===== config.mk =====
export PLATFORM = sky130hd
export DESIGN_NAME = baro_offset_calibrate_convert_flat
export DESIGN_NICKNAME = d
export VERILOG_FILES = /design/src/hdl/boc_pkg.sv /design/src/hdl/boc_in_if.sv /design/src/hdl/boc_out_if.sv /design/src/hdl/boc_offset_div.sv /design/src/hdl/baro_offset_calibrate_convert.sv /design/src/flat_wrapper.sv
export SDC_FILE = /design/constraint.sdc
export NUM_CORES = 1
export LEC_CHECK = 0
export BUFFER_PORTS_ARGS = -buffer_cell sky130_fd_sc_hd__clkbuf_2
export CAP_MARGIN = 10
export CORE_AREA = 2 2 230 232
export DETAILED_ROUTE_END_ITERATION = 7
export DIE_AREA = 0 0 232 234
export PLACE_DENSITY = 0.64
export SYNTH_ARGS = -nofsm -noshare
export SYNTH_HDL_FRONTEND = slang
export SYNTH_SLANG_ARGS = --single-unit

===== constraint.sdc =====
create_clock -name i_clk -period 12.2 [get_ports i_clk]
set_input_delay 0.61 -clock i_clk [delete_from_list [all_inputs] [get_ports i_clk]]
set_output_delay 0.61 -clock i_clk [all_outputs]
set_load 0.05 [all_outputs]

===== src/hdl/boc_pkg.sv =====
// Shared types and constants for the barometric offset calibration block.
// Used by the channel interfaces, the offset divider and the top level.
// No dependencies.
package boc_pkg;

    localparam int WORD_W    = 16;
    localparam int CNT_W     = 9;
    localparam int SUM_W     = 24;
    localparam int ALT_W     = 25;
    localparam int SKIP_W    = 8;
    localparam int SCALE_W   = 8;
    localparam int CFG_W     = 16;
    localparam int CFG_IDX_W = 2;

    localparam int AVG_SAMPLES_DEF = 40;

    localparam logic [SKIP_W-1:0]  SKIP_RST    = 8'd20;
    localparam logic [WORD_W-1:0]  FLOOR_RST   = 16'd10;
    localparam logic [WORD_W-1:0]  CEILING_RST = 16'd30000;
    localparam logic [SCALE_W-1:0] SCALE_RST   = 8'd32;

    typedef enum logic [CFG_IDX_W-1:0] {
        CFG_SKIP    = 2'd0,
        CFG_FLOOR   = 2'd1,
        CFG_CEILING = 2'd2,
        CFG_SCALE   = 2'd3
    } t_cfg_reg;

    // Per-request information carried down the pipeline.
    typedef struct packed {
        logic [WORD_W-1:0] word;
        logic              ok;
        logic              done;
        logic              fix;
    } t_stage;

endpackage


===== src/hdl/boc_in_if.sv =====
// Request channel of the barometric offset calibration block.
// Depends on boc_pkg.
interface boc_in_if import boc_pkg::*; ();
    logic              valid;
    logic              ready;
    logic              bus_idle;
    logic [WORD_W-1:0] raw_sample;

    modport source (output valid, output bus_idle, output raw_sample, input ready);
    modport sink   (input valid, input bus_idle, input raw_sample, output ready);
endinterface


===== src/hdl/boc_out_if.sv =====
// Result channel of the barometric offset calibration block.
// Depends on boc_pkg.
interface boc_out_if import boc_pkg::*; ();
    logic                    valid;
    logic                    ready;
    logic signed [ALT_W-1:0] altitude_cm;
    logic                    sample_ok;
    logic                    calibrated;
    logic [WORD_W-1:0]       held_sample;

    modport source (output valid, output altitude_cm, output sample_ok,
                    output calibrated, output held_sample, input ready);
    modport sink   (input valid, input altitude_cm, input sample_ok,
                    input calibrated, input held_sample, output ready);
endinterface


===== src/hdl/boc_offset_div.sv =====
// Averaging divider for the zero offset: sum / AVERAGE_SAMPLES by a registered
// reciprocal multiply, followed by the floor and ceiling clamp. Depends on boc_pkg.
module boc_offset_div import boc_pkg::*; #(
    parameter int AVERAGE_SAMPLES = AVG_SAMPLES_DEF
) (
    input  logic              i_clk,
    input  logic              i_en,
    input  logic [SUM_W-1:0]  i_sum,
    input  logic [WORD_W-1:0] i_floor,
    input  logic [WORD_W-1:0] i_ceiling,
    output logic [WORD_W-1:0] o_offset
);

    // With SHIFT = SUM_W + ceil(log2 d) and the reciprocal rounded up, the
    // truncated product equals the exact quotient for every sum below 2^SUM_W.
    localparam int SHIFT   = SUM_W + $clog2(AVERAGE_SAMPLES);
    localparam int RECIP_W = SUM_W + 2;
    localparam int MUL_W   = SUM_W + RECIP_W;
    localparam int PROD_W  = SHIFT + SUM_W;
    localparam logic [63:0] RECIP_WIDE =
        ((64'd1 << SHIFT) + 64'(AVERAGE_SAMPLES) - 64'd1) / 64'(AVERAGE_SAMPLES);
    localparam logic [RECIP_W-1:0] RECIP = RECIP_W'(RECIP_WIDE);

    logic [MUL_W-1:0]  r_prod;
    logic [PROD_W-1:0] prod_ext;
    logic [SUM_W-1:0]  quot;
    logic [SUM_W-1:0]  q_floor;

    always_ff @(posedge i_clk) begin
        if (i_en) begin
            r_prod <= MUL_W'(i_sum) * MUL_W'(RECIP);
        end
    end

    always_comb begin
        prod_ext = PROD_W'(r_prod);
        quot     = prod_ext[SHIFT +: SUM_W];
        // The floor is applied first, so the ceiling wins when they cross.
        q_floor  = (quot < SUM_W'(i_floor)) ? SUM_W'(i_floor) : quot;
        if (q_floor > SUM_W'(i_ceiling)) begin
            o_offset = i_ceiling;
        end else begin
            o_offset = q_floor[WORD_W-1:0];
        end
    end

endmodule


===== src/hdl/baro_offset_calibrate_convert.sv =====
// Barometric altimeter: zero-offset calibration and altitude conversion.
//
// Requests arrive on i_req (bus_idle, raw_sample); one result per request
// leaves on o_res (altitude_cm, sample_ok, calibrated, held_sample). Both
// channels use valid/ready; a request or result moves on a clock edge with
// both high. The configuration port (i_cfg_we, i_cfg_index, i_cfg_data)
// writes skip_samples, offset_floor, offset_ceiling and scale_cm_per_count;
// any write reloads the start-up countdown.
//
// One request is taken every cycle while the receiver takes results; the
// three-stage pipeline (state update with the reciprocal multiply, offset
// clamp, altitude multiply into the result register) carries each request.
// When the receiver stalls with a result waiting, the whole pipeline holds
// and i_req.ready falls until the result is taken.
//
// The synchronous reset restores the register defaults, holds word zero as a
// valid sample, empties the pipeline and clears the calibration.
module baro_offset_calibrate_convert import boc_pkg::*; #(
    parameter int AVERAGE_SAMPLES = AVG_SAMPLES_DEF
) (
    input  logic                 i_clk,
    input  logic                 i_rst_n,
    boc_in_if.sink               i_req,
    boc_out_if.source            o_res,
    input  logic                 i_cfg_we,
    input  logic [CFG_IDX_W-1:0] i_cfg_index,
    input  logic [CFG_W-1:0]     i_cfg_data
);

    localparam logic [CNT_W-1:0] AVG_CNT = CNT_W'(AVERAGE_SAMPLES);

    // Configuration registers.
    logic [SKIP_W-1:0]  r_skip,    n_skip;
    logic [WORD_W-1:0]  r_floor,   n_floor;
    logic [WORD_W-1:0]  r_ceiling, n_ceiling;
    logic [SCALE_W-1:0] r_scale,   n_scale;

    // Calibration state.
    logic [WORD_W-1:0]  r_word,   n_word;
    logic               r_ok,     n_ok;
    logic [CNT_W-1:0]   r_cnt,    n_cnt;
    logic [SUM_W-1:0]   r_sum,    n_sum;
    logic               r_done,   n_done;
    logic               n_fix;
    logic [WORD_W-1:0]  r_zero_offset;

    // Pipeline.
    logic               r_s1_valid;
    t_stage             r_s1;
    logic               r_s2_valid;
    t_stage             r_s2;
    logic               r_out_valid;
    logic signed [ALT_W-1:0] r_alt;
    logic               r_out_ok;
    logic               r_out_done;
    logic [WORD_W-1:0]  r_out_word;

    logic               advance;
    logic               accept;
    logic               cfg_hit;
    logic [CNT_W-1:0]   cnt_dec;
    logic [WORD_W-1:0]  div_offset;
    logic signed [WORD_W:0]    diff;
    logic signed [ALT_W:0]     alt_full;

    assign advance     = !r_out_valid || o_res.ready;
    assign accept      = i_req.valid && advance;
    assign i_req.ready = advance;

    always_comb begin
        n_skip    = r_skip;
        n_floor   = r_floor;
        n_ceiling = r_ceiling;
        n_scale   = r_scale;
        cfg_hit   = 1'b0;
        if (i_cfg_we) begin
            case (t_cfg_reg'(i_cfg_index))
                CFG_SKIP: begin
                    n_skip  = i_cfg_data[SKIP_W-1:0];
                    cfg_hit = 1'b1;
                end
                CFG_FLOOR: begin
                    n_floor = i_cfg_data;
                    cfg_hit = 1'b1;
                end
                CFG_CEILING: begin
                    n_ceiling = i_cfg_data;
                    cfg_hit   = 1'b1;
                end
                CFG_SCALE: begin
                    n_scale = i_cfg_data[SCALE_W-1:0];
                    cfg_hit = 1'b1;
                end
                default: begin
                    cfg_hit = 1'b0;
                end
            endcase
        end
    end

    always_comb begin
        n_word  = r_word;
        n_ok    = r_ok;
        n_cnt   = r_cnt;
        n_sum   = r_sum;
        n_done  = r_done;
        n_fix   = 1'b0;
        cnt_dec = r_cnt - CNT_W'(1);
        if (accept) begin
            if (i_req.bus_idle) begin
                n_word = i_req.raw_sample;
                n_ok   = (i_req.raw_sample != '0);
            end
            if (n_ok && !r_done) begin
                n_cnt = cnt_dec;
                if (cnt_dec == '0) begin
                    // The sum is final here; the divider works on r_sum.
                    n_done = 1'b1;
                    n_fix  = 1'b1;
                end else if (cnt_dec <= AVG_CNT) begin
                    n_sum = r_sum + SUM_W'(n_word);
                end
            end
        end
        if (cfg_hit) begin
            n_cnt = CNT_W'({1'b0, n_skip}) + AVG_CNT;
        end
    end

    always_ff @(posedge i_clk) begin
        if (!i_rst_n) begin
            r_skip    <= SKIP_RST;
            r_floor   <= FLOOR_RST;
            r_ceiling <= CEILING_RST;
            r_scale   <= SCALE_RST;
            r_word    <= '0;
            r_ok      <= 1'b1;
            r_cnt     <= CNT_W'({1'b0, SKIP_RST}) + AVG_CNT;
            r_sum     <= '0;
            r_done    <= 1'b0;
        end else begin
            r_skip    <= n_skip;
            r_floor   <= n_floor;
            r_ceiling <= n_ceiling;
            r_scale   <= n_scale;
            r_word    <= n_word;
            r_ok      <= n_ok;
            r_cnt     <= n_cnt;
            r_sum     <= n_sum;
            r_done    <= n_done;
        end
    end

    boc_offset_div #(
        .AVERAGE_SAMPLES (AVERAGE_SAMPLES)
    ) u_offset_div (
        .i_clk     (i_clk),
        .i_en      (advance),
        .i_sum     (r_sum),
        .i_floor   (r_floor),
        .i_ceiling (r_ceiling),
        .o_offset  (div_offset)
    );

    always_ff @(posedge i_clk) begin
        if (!i_rst_n) begin
            r_s1_valid    <= 1'b0;
            r_s2_valid    <= 1'b0;
            r_out_valid   <= 1'b0;
            r_zero_offset <= '0;
        end else if (advance) begin
            r_s1_valid  <= accept;
            r_s2_valid  <= r_s1_valid;
            r_out_valid <= r_s2_valid;
            // The request that completes calibration fixes the offset as it
            // moves on, so it and every later request see the new value.
            if (r_s1_valid && r_s1.fix) begin
                r_zero_offset <= div_offset;
            end
        end
    end

    always_comb begin
        diff     = $signed({1'b0, r_zero_offset}) - $signed({1'b0, r_s2.word});
        alt_full = (ALT_W+1)'(diff) * (ALT_W+1)'($signed({1'b0, r_scale}));
    end

    always_ff @(posedge i_clk) begin
        if (advance) begin
            r_s1.word  <= n_word;
            r_s1.ok    <= n_ok;
            r_s1.done  <= n_done;
            r_s1.fix   <= n_fix;
            r_s2       <= r_s1;
            r_out_ok   <= r_s2.ok;
            r_out_done <= r_s2.done;
            r_out_word <= r_s2.word;
            if (r_s2.ok && r_s2.done) begin
                r_alt <= alt_full[ALT_W-1:0];
            end else begin
                r_alt <= '0;
            end
        end
    end

    assign o_res.valid       = r_out_valid;
    assign o_res.altitude_cm = r_alt;
    assign o_res.sample_ok   = r_out_ok;
    assign o_res.calibrated  = r_out_done;
    assign o_res.held_sample = r_out_word;

endmodule


===== src/flat_wrapper.sv =====
// flat-port wrapper written by rule: the top's interface ports become plain ports
module baro_offset_calibrate_convert_flat import boc_pkg::*;
#(
    parameter int AVERAGE_SAMPLES = AVG_SAMPLES_DEF
)
  (i_clk, i_rst_n, i_cfg_we, i_cfg_index, i_cfg_data, i_req_valid, i_req_bus_idle, i_req_raw_sample, i_req_ready, o_res_valid, o_res_altitude_cm, o_res_sample_ok, o_res_calibrated, o_res_held_sample, o_res_ready);
  boc_in_if i_req_i ();
  boc_out_if o_res_i ();
  input  logic i_clk;
  input  logic i_rst_n;
  input  logic i_cfg_we;
  input  logic [CFG_IDX_W-1:0] i_cfg_index;
  input  logic [CFG_W-1:0] i_cfg_data;
  input wire logic [$bits(i_req_i.valid)-1:0] i_req_valid;
  input wire logic [$bits(i_req_i.bus_idle)-1:0] i_req_bus_idle;
  input wire logic [$bits(i_req_i.raw_sample)-1:0] i_req_raw_sample;
  output wire logic [$bits(i_req_i.ready)-1:0] i_req_ready;
  output wire logic [$bits(o_res_i.valid)-1:0] o_res_valid;
  output wire logic [$bits(o_res_i.altitude_cm)-1:0] o_res_altitude_cm;
  output wire logic [$bits(o_res_i.sample_ok)-1:0] o_res_sample_ok;
  output wire logic [$bits(o_res_i.calibrated)-1:0] o_res_calibrated;
  output wire logic [$bits(o_res_i.held_sample)-1:0] o_res_held_sample;
  input wire logic [$bits(o_res_i.ready)-1:0] o_res_ready;
  assign i_req_i.valid = i_req_valid;
  assign i_req_i.bus_idle = i_req_bus_idle;
  assign i_req_i.raw_sample = i_req_raw_sample;
  assign i_req_ready = i_req_i.ready;
  assign o_res_valid = o_res_i.valid;
  assign o_res_altitude_cm = o_res_i.altitude_cm;
  assign o_res_sample_ok = o_res_i.sample_ok;
  assign o_res_calibrated = o_res_i.calibrated;
  assign o_res_held_sample = o_res_i.held_sample;
  assign o_res_i.ready = o_res_ready;
  baro_offset_calibrate_convert #(.AVERAGE_SAMPLES(AVERAGE_SAMPLES)) u_core (.i_clk(i_clk), .i_rst_n(i_rst_n), .i_req(i_req_i), .o_res(o_res_i), .i_cfg_we(i_cfg_we), .i_cfg_index(i_cfg_index), .i_cfg_data(i_cfg_data));
endmodule

Word level (Yosys, flattened, before mapping)
Index checks and enable logic that the tools add are counted.
- add/subtract/negate cells: 4
- multiply operators: 2
- magnitude comparators: 3
- eq/ne operators: 3
- multiplexer cells: 19
- bitwise gates (word level): 1
- reduce and logical (&&, ||, !) cells: 20
- operator list (kind ; count):
    two-way mux 16 bit ; 4
    multiplier 24 x 24 -> 48 bit (second input constant) ; 1
    two-way mux 9 bit ; 3
    multiplier 17 x 9 -> 25 bit ; 1
    adder 24 x 16 -> 24 bit ; 1
    > comparator 19 x 16 -> 1 bit ; 1
    < comparator 19 x 16 -> 1 bit ; 1
    two-way mux 19 bit ; 1
    subtractor 16 x 16 -> 17 bit ; 1
    two-way mux 8 bit ; 2
    nonzero test 16 bit ; 1
    AND reduction 2 bit ; 6
    adder 8 x 6 -> 9 bit (second input constant) ; 1
    <= comparator 9 x 6 -> 1 bit (second input constant) ; 1
    zero test 9 bit ; 1
    two-way mux 1 bit ; 9
    subtractor 9 x 1 -> 9 bit (second input constant) ; 1
    == test 2 bit (second input constant) ; 2
    logical AND 1 bit ; 4
    AND reduction 4 bit ; 1
    nonzero test 2 bit ; 2
    OR reduction 4 bit ; 1
    == test 2 x 1 -> 1 bit (second input constant) ; 1
    zero test 1 bit ; 2
    3 further kinds ; 3
- register bits: 246
- input port bits: 40
- word-level logic and storage cells: 77

Depth between registers and ports, before layout
- word-level depth: 8
- mapped depth: 29
- mapped depth without buffers: 29

By module
From an unflattened synthesis, not the netlist that was laid out.
- cell total of the unflattened synthesis: 2762
- area total of the unflattened synthesis: 26253.9 um^2
- modules (own cells, without submodules) (module ; instances ; cells an instance ; area an instance (um^2) ; seq. area each (um^2)):
    baro_offset_calibrate_convert ; 1 ; 1569 ; 14363.8 ; 4764.6
    boc_offset_div ; 1 ; 1193 ; 11890.2 ; 570.5

Worst setup path before layout
No wires, ideal clock.
- path type: reg2reg
- start: register u_core.r_s2[3] (netlist name)
- end: register u_core.r_alt[23] (netlist: u_core.o_res.altitude_cm[23]) (data pin)
- library setup time: 270 ps
- arrival: 6306 ps
- path slack: 5625 ps
- cell stages (with the launch flop): 28
- cells stage by stage: edfxtp_1 -> ha_1 -> fa_1 -> nor2b_1 -> o21ai_1 -> a21boi_0 -> o21a_1 -> o21a_1 -> o21ai_1 -> a211oi_1 -> o22ai_1 -> clkbuf_1 -> and2_1 -> fa_1 -> inv_1 -> fa_1 -> inv_1 -> fa_1 -> inv_1 -> fa_1 -> inv_1 -> ha_1 -> and3_1 -> a311oi_1 -> a21oi_1 -> o31ai_1 -> and3_1 -> nor3_1
- cells in the longest elaborated chain, start to end: 2
- RTL lines (what ; RTL line ; RTL):
    start: declaration ; baro_offset_calibrate_convert.sv:51 ; t_stage r_s2;
    start signal: assignment ; baro_offset_calibrate_convert.sv:194 ; r_s2 <= r_s1;
    subtractor 16 x 16 -> 17 bit ; baro_offset_calibrate_convert.sv:184 ; diff = $signed({1'b0, r_zero_offset}) - $signed({1'b0, r_s2.word});
    multiplier 17 x 9 -> 25 bit ; baro_offset_calibrate_convert.sv:185 ; alt_full = (ALT_W+1)'(diff) * (ALT_W+1)'($signed({1'b0, r_scale}));
    end signal: assignment ; baro_offset_calibrate_convert.sv:199 ; r_alt <= alt_full[ALT_W-1:0];
    end: declaration ; baro_offset_calibrate_convert.sv:53 ; logic signed [ALT_W-1:0] r_alt;
No other way between the ends.
A chain may end at the register's enable or synchronous reset.

Final worst setup path
- start: register u_core.r_s2[5] (netlist name)
- end: register u_core.r_alt[23] (netlist: u_core.o_res.altitude_cm[23]) (data pin)
The elaborated chain is that of the path after synthesis.

==> metrics.md <==
| Metric | Value |
|---|---|
| Run status | finished clean |
| Violation count after the first detailed-route iteration | 930 |
| Class of the tightest hold or removal check | in -> reg |
| Fill cell count | 4737 |
| Post-synthesis cell area | 25590 um2 |
| Origin of the worst min-delay path | i_cfg_data[15] |
| Final hold violation count | 0 |
| DR WL/cell | 17.47 um |
| Setup repair after global routing missed its margin | false |
| Proportion of synthesized area in mux cells | 2.983% |
| VDD IR max | 0.1083 mV |
| Synth cell types | 71 |
| Yosys warning count | 0 |
| Leak | 14.55 nW |
| Relative contribution of combinational cells to total power | 36.7% |
| Total setup buffers inserted after CTS | 0 |
| Inserted Clock Buffers | 27 |
| Number of register bits inferred by synthesis | 217 |
| Fraction of the yosys area taken by sequential cells | 20.85% |
| Hold bufs inserted after CTS | 0 |
| Final setup skew | 12.08 ps |
| Parity-gate share of the synthesized area counting xor and xnor cells | 2.533% |
| Starting density of the core | 49.19% |
| Cell count of the worst hold path | 3 |
| Finish-stage setup viols | 0 |
| Number of global-route vias before repair | 19202 |
| GRT Residual Overflow | 0 |
| Cell row count | 84 |
| Measured slew at the worst slew-check pin | 1183 ps |
| Internal portion of total power | 0.001684 W |
| Worst r2r dst | u_core.o_res.altitude_cm[23] |
| Worst Reg2Reg Path Length in Cells | 26 |
| CTS Root Cell | clkbuf_16 |
| Slew margin rel. | 20.60% |
| Share of total power in sequential cells | 31.9% |
| Number of buffers added on ports | 84 |
| Fin crit share | 60.14% |
| Total number of vias | 17963 |
| Power density relative to cell area | 95.85 nW/um2 |
| Number of sinks handled by clock tree synthesis | 217 |
| Post-synthesis share of cell area spent on and, or, nand and nor gates | 11.02% |
| Clock network fraction of design power | 31.4% |
| Net switching power figure | 0.0009642 W |
| Combinational family with the most area after synthesis | adder cells |
| Post-detailed-route count of antenna-violating nets | 0 |
| Share of cells above drive strength 1 | 7.028% |
| Fmax | 136.3 MHz |
| DIE AREA | 54290 um2 |
| Number of detailed-routing iterations run before antenna repair | 6 |
| Reg2reg start | u_core.r_s2[5] |
| Antenna violations before repair | 0 |
| Area share of fa/ha/maj cells after synthesis | 44.00% |
| CTS tree | built |
| Insertion delay of the later-clocked pin in the worst-skew pair | 550 ps |
| DRC violation count after routing | 0 |
| CP Data Required Time | 12460 ps |
| Setup TNS | 0 ps |
| Overall Global Routing Usage | 23.02% |
| Worst Hold Slack | 327.2 ps |
| Primary flip-flop cell chosen by synthesis mapping | dfxtp_1 |
| Avg Inst Size Synth | 9.606 um2 |
| Reg2reg setup slack | 4860 ps |
| Number of flops mapped to enable cells by yosys | 99 |
| Antenna diode count | 0 |
| Data arrival time of the critical path | 7600 ps |
| Chip height | 234 um |
| Post-layout min period | 7338 ps |
| Pin count of the biggest net entering global routing | 69 |
| # Max-Cap Violations | 0 |
| Number of ports placed on the die boundary | 85 |
| Endpoint type of the worst setup path | flip-flop |
| Total nets after synthesis | 3407 |
| Post-CTS clock slew at the launch and capture registers of the worst setup and hold paths | 60 ps |
| Startpoint types | flip-flop |
| Number of H-tree levels | 1 |
| Post-CTS Resized | 0 |
| Detailed Route WL | 59980 um |
| Net switching share of the total power | 36.41% |
| Mean number of vias per cell | 5.231 |
| NumNets Final | 3468 |
| Layout overhead on the synthesized area | 7.970% |
| DIE WIDTH | 232 um |
| Global-route wire length before repair | 99390 um |
| Setup Crit Path Kind | reg -> reg |
| Final Max Tran Viols | 0 |
| Post-synth ARST share | 0% |
| Global placement routability congestion | 0.9724 |
| Post-DP HPWL | 50340 um |
| Compound-gate portion of the synthesized area | 8.341% |
| Core Footprint | 52020 um2 |
| Hold Crit Endpoint | u_core.r_floor[15] |
| Buffer levels on the longest clock path | 3 |
| Biggest fanout along the worst timing path | 8 |
| Mapped Cells | 2664 |
[layer usage]
| layer | routed length [um] | global-route usage [%] | vias to the layer above |
|---|---|---|---|
| li1 | - | - | 8663 |
| met1 | 26490 | 29.71 | 8845 |
| met2 | 29310 | 40.82 | 348 |
| met3 | 2315 | 2.432 | 107 |
| met4 | 1865 | 6.851 | 0 |
| met5 | 0 | 0 | - |
[worst max-delay path, stage by stage, from the launching register on]
cell      delay [ps]
edfxtp_1         360
inv_1             60
ha_1             330
nor2b_1          150
o21ai_1          140
a21boi_0         140
o21a_1           200
o21a_1           200
o21ai_1          310
nand2_1          140
o311ai_1         820
and2_1           260
fa_1             430
fa_1             470
fa_1             540
inv_1             50
fa_1             520
inv_1             40
ha_1             370
a21o_1           220
a21oi_1          180
nor2b_1           90
a311oi_1         310
a21oi_1          160
o31ai_1          310
and3_1           200
nor3_1            50
[cell usage in the layout (no fill, tap or decap), types with 19 or more instances in the layout]
cell type	netlist	layout
clkbuf_2	0	84
a21oi_1	113	113
o221ai_1	19	19
and2_1	80	80
ha_1	375	375
nand2_1	214	214
clkbuf_16	0	29
mux2i_1	38	38
edfxtp_1	99	99
dfxtp_1	118	118
o21ai_0	46	46
inv_1	636	634
nand3_1	26	26
nand2b_1	25	25
mux2_2	34	34
nor2b_1	33	33
a21o_1	40	40
nor3_1	25	25
xnor2_1	41	41
xor2_1	33	33
and3_1	24	24
nor2_1	95	95
fa_1	328	328
[power groups by stage]
stage | clock network (W) | logic (W) | registers [W]
3_3_place_gp | 0 | 0.000941 | 0.000859
6_report | 0.000832 | 0.000971 | 0.000845
5_1_grt | 0.000876 | 0.00111 | 0.000851
3_5_place_dp | 0 | 0.000966 | 0.000860
4_1_cts | 0.000848 | 0.000975 | 0.000845
2_1_floorplan | 0 | 0.000697 | 0.000902
[logic make-up after synthesis]
kind of cell	count (synthesis)
AOI/OAI and AO/OA	326
muxes	72
buffers and inverters	696
DFF	217
xor gates and xnor gates	74
and+or+nand+nor	576
adders and majority gates	703
[per-stage QoR]
step                      total power [W]  area (um2)  util [%]  worst slack (ps)  cells
after detailed placement         0.001826       26690     51.30              4967   3384
after global routing             0.002835       27630     53.11              4208   3434
final                            0.002648       27630     53.11              4862   3434
after floorplan                  0.001599       25590         -              5625   2664
after global placement           0.001800       26690     51.30              5123   3384
after CTS                        0.002668       27630     53.11              4918   3434
[sequential cells by signal, indices dropped and copies added (netlist names), 16 cells and up]
signal and count:
u_core.r_s2 18, u_core.u_offset_div.r_prod 19, u_core.r_word 16, u_core.o_res.altitude_cm 25, u_core.r_floor 16, u_core.r_ceiling 16
u_core.r_zero_offset 16, u_core.r_sum 24, u_core.r_s1 19, u_core.o_res.held_sample 16
[how the worst max path moves through the flow]
stage                              start                            to
after global placement    u_core.r_s2[4]  u_core.o_res.altitude_cm[24]
after floorplan           u_core.r_s2[3]  u_core.o_res.altitude_cm[23]
after CTS                 u_core.r_s2[4]  u_core.o_res.altitude_cm[24]
after global routing      u_core.r_s2[4]  u_core.o_res.altitude_cm[24]
after detailed placement  u_core.r_s2[3]  u_core.o_res.altitude_cm[24]
final                     u_core.r_s2[5]  u_core.o_res.altitude_cm[23]
[final cells by class]
type                    count  area (um2)  share of cell area [%]
clock buffers              33       780.7                   2.826
multi-input cells        1751       17620                   63.79
repair buffers             92       480.5                   1.739
inverters                 636        2390                   8.650
well taps                 688       860.8                   3.116
clock inverters            17       158.9                  0.5751
flip-flops and latches    217        5335                   19.31
[synth_stat cells, types with 34 or more instances]
library cell  number  area share [%]
inv_1            636             9.3
ha_1             375              18
fa_1             328              26
nand2_1          214             3.1
dfxtp_1          118             9.2
a21oi_1          113             2.2
edfxtp_1          99              12
nor2_1            95             1.4
and2_1            80             2.0
clkbuf_1          54            0.79
o21ai_0           46            0.90
xnor2_1           41             1.4
a21o_1            40             1.2
mux2i_1           38             1.5
mux2_2            34             1.5
No activity file was read; power rests on OpenSTA's default activity.
